[src/hw/rtl/dstpm_pkg.sv]
// Shared types and constants for the dual sensor threshold and period monitor.
// Holds the transfer payload structs, register indexes and event codes.
// No dependencies.
package dstpm_pkg;

	localparam int SENSOR_COUNT_DEF = 2;
	localparam int DATA_W = 32;
	localparam int CFG_AW = 5;
	localparam logic [DATA_W-1:0] DEBOUNCE_RESET = 32'd100;
	localparam logic [DATA_W-1:0] LAST_REPORTED_RESET = '1;

	localparam int OP_CALC_BIT = 0;
	localparam int OP_MSG_BIT = 1;

	typedef enum logic [2:0] {
		REG_DEBOUNCE = 3'd0,
		REG_MODES    = 3'd1,
		REG_PERIOD0  = 3'd2,
		REG_PERIOD1  = 3'd3,
		REG_LOW0     = 3'd4,
		REG_HIGH0    = 3'd5,
		REG_LOW1     = 3'd6,
		REG_HIGH1    = 3'd7
	} reg_idx_t;

	typedef enum logic [1:0] {
		MODE_OFF     = 2'd0,
		MODE_OUTSIDE = 2'd1,
		MODE_INSIDE  = 2'd2,
		MODE_RSVD    = 2'd3
	} mode_t;

	localparam logic EV_PERIOD = 1'b0;
	localparam logic EV_THRESH = 1'b1;

	typedef struct packed {
		logic [1:0]         opcode;
		logic signed [31:0] sample0;
		logic signed [31:0] sample1;
	} in_item_t;

	typedef struct packed {
		logic               event_kind;
		logic               sensor_index;
		logic signed [31:0] event_value;
		logic               last_event;
	} out_item_t;

	typedef struct packed {
		logic [31:0]        period;
		logic signed [31:0] low;
		logic signed [31:0] high;
	} sens_cfg_t;

endpackage

[src/hw/rtl/dstpm_cfg.sv]
// Configuration register file with the APB-style write and read port.
// Produces the per-sensor settings and the debounce arming strobes.
// Depends on dstpm_pkg.
module dstpm_cfg #(
	parameter int SENSOR_COUNT = dstpm_pkg::SENSOR_COUNT_DEF
) (
	input  logic                                       clk,
	input  logic                                       arst_n,
	input  logic                                       psel,
	input  logic                                       penable,
	input  logic                                       pwrite,
	input  logic [dstpm_pkg::CFG_AW-1:0]               paddr,
	input  logic [31:0]                                pwdata,
	output logic [31:0]                                prdata,
	output logic                                       pready,
	output logic [31:0]                                debounce_ticks,
	output logic [3:0]                                 threshold_modes,
	output dstpm_pkg::sens_cfg_t [SENSOR_COUNT-1:0]    scfg,
	output logic [SENSOR_COUNT-1:0]                    arm
);
	import dstpm_pkg::*;

	logic       wr;
	logic [2:0] idx;
	logic [31:0] debounce_q;
	logic [3:0]  modes_q;
	sens_cfg_t [SENSOR_COUNT-1:0] scfg_q;

	assign pready = 1'b1;
	assign wr = psel && penable && pwrite;
	assign idx = paddr[4:2];

	always_ff @(posedge clk or negedge arst_n) begin
		if (!arst_n) begin
			debounce_q <= DEBOUNCE_RESET;
			modes_q <= '0;
		end else if (wr) begin
			case (reg_idx_t'(idx))
				REG_DEBOUNCE: debounce_q <= pwdata;
				REG_MODES:    modes_q <= pwdata[3:0];
				default:      ;
			endcase
		end
	end

	for (genvar s = 0; s < SENSOR_COUNT; s++) begin : g_sens
		logic hit_period;
		logic hit_low;
		logic hit_high;

		assign hit_period = (idx == 3'(REG_PERIOD0) + 3'(s));
		assign hit_low = (idx == 3'(REG_LOW0) + 3'(2 * s));
		assign hit_high = (idx == 3'(REG_HIGH0) + 3'(2 * s));

		always_ff @(posedge clk or negedge arst_n) begin
			if (!arst_n) begin
				scfg_q[s] <= '0;
			end else if (wr) begin
				if (hit_period) begin
					scfg_q[s].period <= pwdata;
				end
				if (hit_low) begin
					scfg_q[s].low <= pwdata;
				end
				if (hit_high) begin
					scfg_q[s].high <= pwdata;
				end
			end
		end

		assign arm[s] = wr && (reg_idx_t'(idx) == REG_MODES || hit_low || hit_high);
	end

	always_comb begin
		prdata = '0;
		case (reg_idx_t'(idx))
			REG_DEBOUNCE: prdata = debounce_q;
			REG_MODES:    prdata = {28'd0, modes_q};
			default:      ;
		endcase
		for (int s = 0; s < SENSOR_COUNT; s++) begin
			if (idx == 3'(REG_PERIOD0) + 3'(s)) begin
				prdata = scfg_q[s].period;
			end
			if (idx == 3'(REG_LOW0) + 3'(2 * s)) begin
				prdata = scfg_q[s].low;
			end
			if (idx == 3'(REG_HIGH0) + 3'(2 * s)) begin
				prdata = scfg_q[s].high;
			end
		end
	end

	assign debounce_ticks = debounce_q;
	assign threshold_modes = modes_q;
	assign scfg = scfg_q;

endmodule

[src/hw/rtl/dstpm_eval.sv]
// Sensor state and single-pass tick evaluation.
// Updates values and counters on a step and lists the events of that tick in order.
// Depends on dstpm_pkg.
module dstpm_eval #(
	parameter int SENSOR_COUNT = dstpm_pkg::SENSOR_COUNT_DEF,
	localparam int EVW = 2 * SENSOR_COUNT,
	localparam int CW = $clog2(EVW + 1)
) (
	input  logic                                    clk,
	input  logic                                    arst_n,
	input  logic                                    step,
	input  logic [SENSOR_COUNT-1:0]                 arm,
	input  dstpm_pkg::in_item_t                     item,
	input  logic [31:0]                             debounce_ticks,
	input  logic [3:0]                              threshold_modes,
	input  dstpm_pkg::sens_cfg_t [SENSOR_COUNT-1:0] scfg,
	output dstpm_pkg::out_item_t [EVW-1:0]          ev,
	output logic [CW-1:0]                           ev_cnt
);
	import dstpm_pkg::*;

	localparam int IW = (EVW > 1) ? $clog2(EVW) : 1;

	logic calc;
	logic msg;
	logic [EVW-1:0] cand_v;
	out_item_t      cand [EVW];

	assign calc = item.opcode[OP_CALC_BIT];
	assign msg = item.opcode[OP_MSG_BIT];

	for (genvar i = 0; i < SENSOR_COUNT; i++) begin : g_sens
		logic signed [31:0] samp;
		logic signed [31:0] cur_n;
		logic [31:0]        pc_c;
		logic [31:0]        db_c;
		logic               per_hit;
		logic               th_hit;
		logic               outside;
		logic               in_win;
		logic [1:0]         mode;
		logic signed [31:0] cur_q;
		logic [31:0]        last_q;
		logic [31:0]        pc_q;
		logic [31:0]        db_q;

		if (i == 0) begin : g_s0
			assign samp = item.sample0;
		end else begin : g_s1
			assign samp = item.sample1;
		end

		assign cur_n = calc ? samp : cur_q;
		assign pc_c = (calc && pc_q != '1) ? pc_q + 32'd1 : pc_q;
		assign db_c = (calc && db_q != debounce_ticks) ? db_q + 32'd1 : db_q;
		assign per_hit = msg && scfg[i].period != '0 && scfg[i].period <= pc_c &&
			last_q != cur_n;
		assign mode = threshold_modes[2*i +: 2];
		assign outside = ($signed(cur_n) < $signed(scfg[i].low)) ||
			($signed(cur_n) > $signed(scfg[i].high));
		assign in_win = ($signed(cur_n) > $signed(scfg[i].low)) &&
			($signed(cur_n) < $signed(scfg[i].high));
		assign th_hit = msg && db_c == debounce_ticks &&
			((mode_t'(mode) == MODE_OUTSIDE && outside) ||
			(mode_t'(mode) == MODE_INSIDE && in_win));

		assign cand_v[i] = per_hit;
		assign cand[i] = '{event_kind: EV_PERIOD, sensor_index: 1'(i),
			event_value: cur_n, last_event: 1'b0};
		assign cand_v[SENSOR_COUNT + i] = th_hit;
		assign cand[SENSOR_COUNT + i] = '{event_kind: EV_THRESH, sensor_index: 1'(i),
			event_value: cur_n, last_event: 1'b0};

		always_ff @(posedge clk or negedge arst_n) begin
			if (!arst_n) begin
				cur_q <= '0;
				last_q <= LAST_REPORTED_RESET;
				pc_q <= '0;
				db_q <= '0;
			end else if (arm[i]) begin
				db_q <= debounce_ticks;
			end else if (step) begin
				cur_q <= cur_n;
				if (per_hit) begin
					last_q <= cur_n;
					pc_q <= '0;
				end else begin
					pc_q <= pc_c;
				end
				db_q <= th_hit ? '0 : db_c;
			end
		end
	end

	always_comb begin
		logic [CW-1:0] n;
		n = '0;
		ev = '0;
		for (int j = 0; j < EVW; j++) begin
			if (cand_v[j]) begin
				ev[n[IW-1:0]] = cand[j];
				n = n + CW'(1);
			end
		end
		for (int j = 0; j < EVW; j++) begin
			ev[j].last_event = (CW'(j + 1) == n);
		end
		ev_cnt = n;
	end

endmodule

[src/hw/rtl/dstpm_evbuf.sv]
// Result buffer holding the events of one tick and handing them out one per transfer.
// A new tick's list loads when the buffer empties or its last entry leaves.
// Depends on dstpm_pkg.
module dstpm_evbuf #(
	parameter int SENSOR_COUNT = dstpm_pkg::SENSOR_COUNT_DEF,
	localparam int EVW = 2 * SENSOR_COUNT,
	localparam int CW = $clog2(EVW + 1)
) (
	input  logic                           clk,
	input  logic                           arst_n,
	input  logic                           load,
	input  dstpm_pkg::out_item_t [EVW-1:0] ev,
	input  logic [CW-1:0]                  ev_cnt,
	output logic                           can_load,
	output logic                           out_valid,
	input  logic                           out_stall,
	output dstpm_pkg::out_item_t           out_data
);
	import dstpm_pkg::*;

	out_item_t     slots_q [EVW];
	logic [CW-1:0] cnt_q;
	logic          pop;

	assign out_valid = (cnt_q != '0);
	assign pop = out_valid && !out_stall;
	assign can_load = (cnt_q == '0) || (cnt_q == CW'(1) && pop);
	assign out_data = slots_q[0];

	always_ff @(posedge clk or negedge arst_n) begin
		if (!arst_n) begin
			cnt_q <= '0;
		end else if (load) begin
			cnt_q <= ev_cnt;
		end else if (pop) begin
			cnt_q <= cnt_q - CW'(1);
		end
	end

	always_ff @(posedge clk) begin
		if (load) begin
			for (int j = 0; j < EVW; j++) begin
				slots_q[j] <= ev[j];
			end
		end else if (pop) begin
			for (int j = 0; j < EVW - 1; j++) begin
				slots_q[j] <= slots_q[j+1];
			end
		end
	end

	a_cnt_range: assert property (@(posedge clk) disable iff (!arst_n)
		cnt_q <= CW'(EVW))
		else $error("event buffer count above capacity");

	a_last_on_final: assert property (@(posedge clk) disable iff (!arst_n)
		cnt_q == CW'(1) |-> slots_q[0].last_event)
		else $error("final buffered event lacks last flag");

	a_no_early_last: assert property (@(posedge clk) disable iff (!arst_n)
		cnt_q > CW'(1) |-> !slots_q[0].last_event)
		else $error("last flag set before final event");

endmodule

[src/hw/rtl/dual_sensor_threshold_period_monitor.sv]
// Top level of the dual sensor threshold and period monitor.
// Instantiates dstpm_cfg, dstpm_eval and dstpm_evbuf; depends on dstpm_pkg.
//
// Usage: each input transfer carries one tick (opcode bit 0 calculation, bit 1
// message) and the two new samples. A tick raises zero to four events, which leave
// on the output channel one per transfer, in order: period events for sensor 0 and
// 1, then threshold events for sensor 0 and 1. The final event of a tick has
// last_event set; a tick with no event produces no output transfer.
// The accepted tick sits in an input register; it is evaluated in one pass and its
// whole event list loads into the result buffer, which also updates the state.
// A new list loads once the buffer is empty or its last event leaves, and the
// next tick is taken into the input register while earlier events still drain.
// When the receiver stalls, the buffer holds its head event and the input register
// fills, after which in_stall rises. Reset clears the valid flags, counters,
// sensor values and settings, sets the last reported values to all ones and
// debounce_ticks to 100. Configuration goes through the APB-style port with
// pready always high. The user must keep it written only while idle; the
// block itself does not enforce this.
module dual_sensor_threshold_period_monitor #(
	parameter int SENSOR_COUNT = dstpm_pkg::SENSOR_COUNT_DEF,
	localparam int EVW = 2 * SENSOR_COUNT,
	localparam int CW = $clog2(EVW + 1)
) (
	input  logic                         clk,
	input  logic                         arst_n,
	input  logic                         in_valid,
	output logic                         in_stall,
	input  dstpm_pkg::in_item_t          in_data,
	output logic                         out_valid,
	input  logic                         out_stall,
	output dstpm_pkg::out_item_t         out_data,
	input  logic                         psel,
	input  logic                         penable,
	input  logic                         pwrite,
	input  logic [dstpm_pkg::CFG_AW-1:0] paddr,
	input  logic [31:0]                  pwdata,
	output logic [31:0]                  prdata,
	output logic                         pready
);
	import dstpm_pkg::*;

	in_item_t  item_s1;
	logic      valid_s1;
	logic      load;
	logic      can_load;
	logic [31:0] debounce_ticks;
	logic [3:0]  threshold_modes;
	sens_cfg_t [SENSOR_COUNT-1:0] scfg;
	logic [SENSOR_COUNT-1:0]      arm;
	out_item_t [EVW-1:0]          ev;
	logic [CW-1:0]                ev_cnt;

	assign load = valid_s1 && can_load;
	assign in_stall = valid_s1 && !load;

	always_ff @(posedge clk or negedge arst_n) begin
		if (!arst_n) begin
			valid_s1 <= 1'b0;
		end else if (!in_stall) begin
			valid_s1 <= in_valid;
		end
	end

	always_ff @(posedge clk) begin
		if (in_valid && !in_stall) begin
			item_s1 <= in_data;
		end
	end

	dstpm_cfg #(.SENSOR_COUNT(SENSOR_COUNT)) u_cfg (
		.clk             (clk),
		.arst_n          (arst_n),
		.psel            (psel),
		.penable         (penable),
		.pwrite          (pwrite),
		.paddr           (paddr),
		.pwdata          (pwdata),
		.prdata          (prdata),
		.pready          (pready),
		.debounce_ticks  (debounce_ticks),
		.threshold_modes (threshold_modes),
		.scfg            (scfg),
		.arm             (arm)
	);

	dstpm_eval #(.SENSOR_COUNT(SENSOR_COUNT)) u_eval (
		.clk             (clk),
		.arst_n          (arst_n),
		.step            (load),
		.arm             (arm),
		.item            (item_s1),
		.debounce_ticks  (debounce_ticks),
		.threshold_modes (threshold_modes),
		.scfg            (scfg),
		.ev              (ev),
		.ev_cnt          (ev_cnt)
	);

	dstpm_evbuf #(.SENSOR_COUNT(SENSOR_COUNT)) u_evbuf (
		.clk       (clk),
		.arst_n    (arst_n),
		.load      (load),
		.ev        (ev),
		.ev_cnt    (ev_cnt),
		.can_load  (can_load),
		.out_valid (out_valid),
		.out_stall (out_stall),
		.out_data  (out_data)
	);

endmodule

[config.mk]
export PLATFORM = sky130hd
export DESIGN_NAME = dual_sensor_threshold_period_monitor
export DESIGN_NICKNAME = d
export VERILOG_FILES = /design/src/hw/rtl/dstpm_pkg.sv /design/src/hw/rtl/dstpm_cfg.sv /design/src/hw/rtl/dstpm_eval.sv /design/src/hw/rtl/dstpm_evbuf.sv /design/src/hw/rtl/dual_sensor_threshold_period_monitor.sv
export SDC_FILE = /design/constraint.sdc
export NUM_CORES = 2
export LEC_CHECK = 0
export BUFFER_PORTS_ARGS = -buffer_cell sky130_fd_sc_hd__clkbuf_2
export CORE_MARGIN = 3
export CORE_UTILIZATION = 40
export DETAILED_ROUTE_END_ITERATION = 12
export HOLD_SLACK_MARGIN = 0.15
export PLACE_DENSITY = 0.65
export SLEW_MARGIN = 20
export SYNTH_ARGS = -nofsm -noshare
export SYNTH_HDL_FRONTEND = slang
export SYNTH_HIERARCHICAL = 1
export SYNTH_SLANG_ARGS = --single-unit
export TNS_END_PERCENT = 30
[constraint.sdc]
create_clock -name clk -period 6.82 [get_ports clk]
set_input_delay 0.682 -clock clk [delete_from_list [all_inputs] [get_ports clk]]
set_output_delay 0.682 -clock clk [all_outputs]
set_load 0.005 [all_outputs]
==> flow_summary.ini <==
[run_status]
outcome = completed

[global_routing]
grt_pass1_vias = 33690
grt.total_usage_pct = 26.40
grt_max_degree = 163
antenna_found_initial = 9
grt_remaining_overflow = 0
grt_pass1_wl_um = 221100

[detailed_routing]
drt_wl_total_um = 150700
postRouteAntennaNets = 0
drt_iter0_drc = 3988
route.vias.total = 35090
firstDrtPassIters = 6
drc_errors = 0
wire_per_inst_um = 25.56
vias_per_cell = 5.949

[layout]
drive_gt1_share_pct = 21.94
nNetsFinal = 4764
layout_common_cells = 419 x dfrtp_1, 399 x nand2_1, 295 x mux2_2
layout_commonest_cell = dfrtp_1
syn2layout_area_growth_pct = 15.04
final_area_um2 = 48900

[clocking]
cts_buffers = 81
htreeDepth = 3
cts_tree = yes
cts_buffer_depth = 3
path_clk_slew_ns = 0.06
clk_latency_ns = 0.66
cts_num_sinks = 694
clock-root-buffer = clkbuf_16

[logic_synthesis]
seq_area_frac_synth_pct = 43.48
netlist_area_um2 = 42500
synth.distinct_cells = 105
yosys_register_bits = 694
syn_avg_cell_area_um2 = 10.10
ys_warn_count = 6
syn_inst = 4209
async_reset_ff_share_pct = 70.32
synth-edff-count = 206
postSynthNetCount = 4529
ys.flop_type = dfrtp_1

[critical_path]
crit_required_ns = 7.22
max_stage_delay_ns = 0.44
path_max_fanout = 6
cp_data_arrival_time_ns = 6.87
cp-start-kind = flip-flop
critPathLaunch = u_eval/g_sens[1].pc_q[0]
cp-end-kind = flip-flop
critPathKind = reg2reg
cp_slowest_cell = o41a_1
timing.rr.start = u_eval/g_sens[1].pc_q[0]

[timing]
maxSlewHeadroom_pct = 33.32
finalCritPeriodShare_pct = 94.88
fmax_ghz = 0.1545
finClkSkew_ns = 0.02371
min_period_ns = 6.471
rsz0062_at_grt = false
maxSlewViolCount = 0
setup_viol = 0
tightest_slew_ns = 1.000
hold_violations = 0

[floorplan]
start_util_pct = 40.66
fp.dieW_um = 332.0
die_h_um = 332.0
core_area_um2 = 104500
placementRows = 118
die-area_um2 = 110200
io_pins = 180

[power]
irDropWorstVdd_v = 0.0002475
powerDensity_nw_per_um2 = 400.2
power.total_w = 0.01957
power_leakage_nw = 20.59

[placement]
portBuffers = 176
place_congestion = 0.9939
post_dp_cell_area_um2 = 45750
hpwl_um = 110100

[run]
drv_cap = 0

[hold_path]
hold_start = in_data[32]
hp-class = in2reg
-- where the power goes --
part	internal [W]	switching (W)	total (W)
clock network	0.00280	0.00189	0.00469
registers	0.00588	0.000976	0.00686
logic	0.00299	0.00503	0.00802
-- Yosys cell counts, types with 9 or more instances --
library cell	instances	share of area, %
a211oi_1	17	0.30
dfrtp_1	421	25
o311ai_0	15	0.31
o21a_1	35	0.62
or4_1	12	0.21
a222oi_1	19	0.45
nor4_1	59	0.87
nand3b_1	10	0.18
nand2b_1	23	0.34
o22ai_1	129	1.9
mux2i_1	108	2.5
mux2_2	295	7.8
xnor2_1	128	2.6
and4_1	25	0.52
dfstp_2	67	4.1
buf_2	90	1.1
a21o_1	63	1.1
or3_1	18	0.26
nand2_1	404	3.6
a31oi_1	26	0.38
nor3_1	64	0.75
o31ai_1	84	1.5
ha_1	209	6.2
xor2_1	81	1.7
o211ai_1	16	0.28
clkbuf_1	123	1.1
inv_1	246	2.2
buf_1	9	0.079
nor2b_1	42	0.62
and2_1	19	0.28
buf_6	16	0.42
edfxtp_1	206	15
nand3_1	134	1.6
a21oi_1	146	1.7
buf_4	21	0.37
nor2_1	159	1.4
and3_1	33	0.49
a22oi_1	13	0.23
mux2_1	60	1.6
nand4_1	100	1.5
o21ai_0	268	3.2
a2bb2oi_1	17	0.35
-- metal layers --
metal	track usage [%]	share of wire, %	up-vias	wire [um]
li1	-	-	15960	-
met5	0	0.046	-	70
met1	34.71	41	17370	61660
met3	5.846	8.6	310	12900
met2	41.93	46	1438	68960
met4	11.39	4.7	10	7148
-- final timing paths --
check	cells after the start	slack [ns]	endpoint
min in group asynchronous	2	0.63	u_eval/g_sens[1].db_q[16]
max in group asynchronous	3	4.77	u_eval/g_sens[1].cur_q[7]
worst max register to register	31	0.35	u_evbuf/slots_q[0][1]
worst max-delay path	31	0.35	u_evbuf/slots_q[0][1]
worst min register to register	2	0.48	u_eval/g_sens[1].cur_q[4]
worst min-delay path	1	0.20	item_s1[32]
-- cell type report --
type | instances | area (um2)
inverter | 248 | 930.9
antenna | 6 | 15.01
multi-input combinational | 3007 | 21990
tap | 1380 | 1727
clock buffer | 103 | 2192
timing repair buffer | 412 | 2879
sequential | 694 | 18480
clock inverter | 48 | 678.2
fill | 9849 | 55630
-- state kept, by name (all words and copies together) (netlist names), 3 cells and up --
signal	cells
u_cfg/scfg	192
u_evbuf/slots_q	140
item_s1	66
u_eval/g_sens.cur_q	64
u_eval/g_sens.db_q	64
u_eval/g_sens.last_q	64
u_eval/g_sens.pc_q	64
u_cfg/debounce_ticks	32
u_cfg/threshold_modes	4
u_evbuf/cnt_q	3
-- through the flow --
step	hold WS [ns]	setup TNS (ns)	setup WS, ns	util (%)	instances
6_report	0.1958	0	0.3493	46.78	5898
3_5_place_dp	0.4695	0	0.01982	43.77	5727
2_1_floorplan	0.3864	-0.6189	-0.02063	-	4209
5_1_grt	0.1743	0	0.02097	46.76	5893
4_1_cts	0.1622	0	0.004456	46.53	5879
3_3_place_gp	0.4612	0	0.1195	43.77	5727
-- logic make-up (layout without fill, tap and decap cells) --
| kind of cell | Yosys count | count (layout) | synth area share (%) |
|---|---|---|---|
| buffers and inverters | 508 | 811 | 5.222 |
| AND/OR/NAND/NOR | 1165 | 1165 | 13.92 |
| multiplexers | 470 | 470 | 12.32 |
| AO/OA/AOI/OAI | 947 | 947 | 14.35 |
| XOR/XNOR | 214 | 214 | 4.498 |
| adder cells (fa/ha/maj) | 210 | 210 | 6.200 |
| other | 1 | 7 | 0.008823 |
| flip-flops | 694 | 694 | 43.48 |
-- worst max-delay path: cells and delay by family (launching register included) --
kind / cells / cell delay (ns)
DFF: 1 / 0.36
and+or+nand+nor: 14 / 2.09
xor gates and xnor gates: 1 / 0.13
buffers and inverters: 4 / 0.61
AOI/OAI and AO/OA: 7 / 1.84
muxes: 1 / 0.29
adders and majority gates: 4 / 0.89
-- repair_timing --
item,in CTS,in global routing
hold buffers,1,0
endpoints found under the hold margin,69,0
setup endpoints to repair,0,139
gates resized for setup,0,23
setup buffers,0,9
Power figures use the tool's default switching activity.
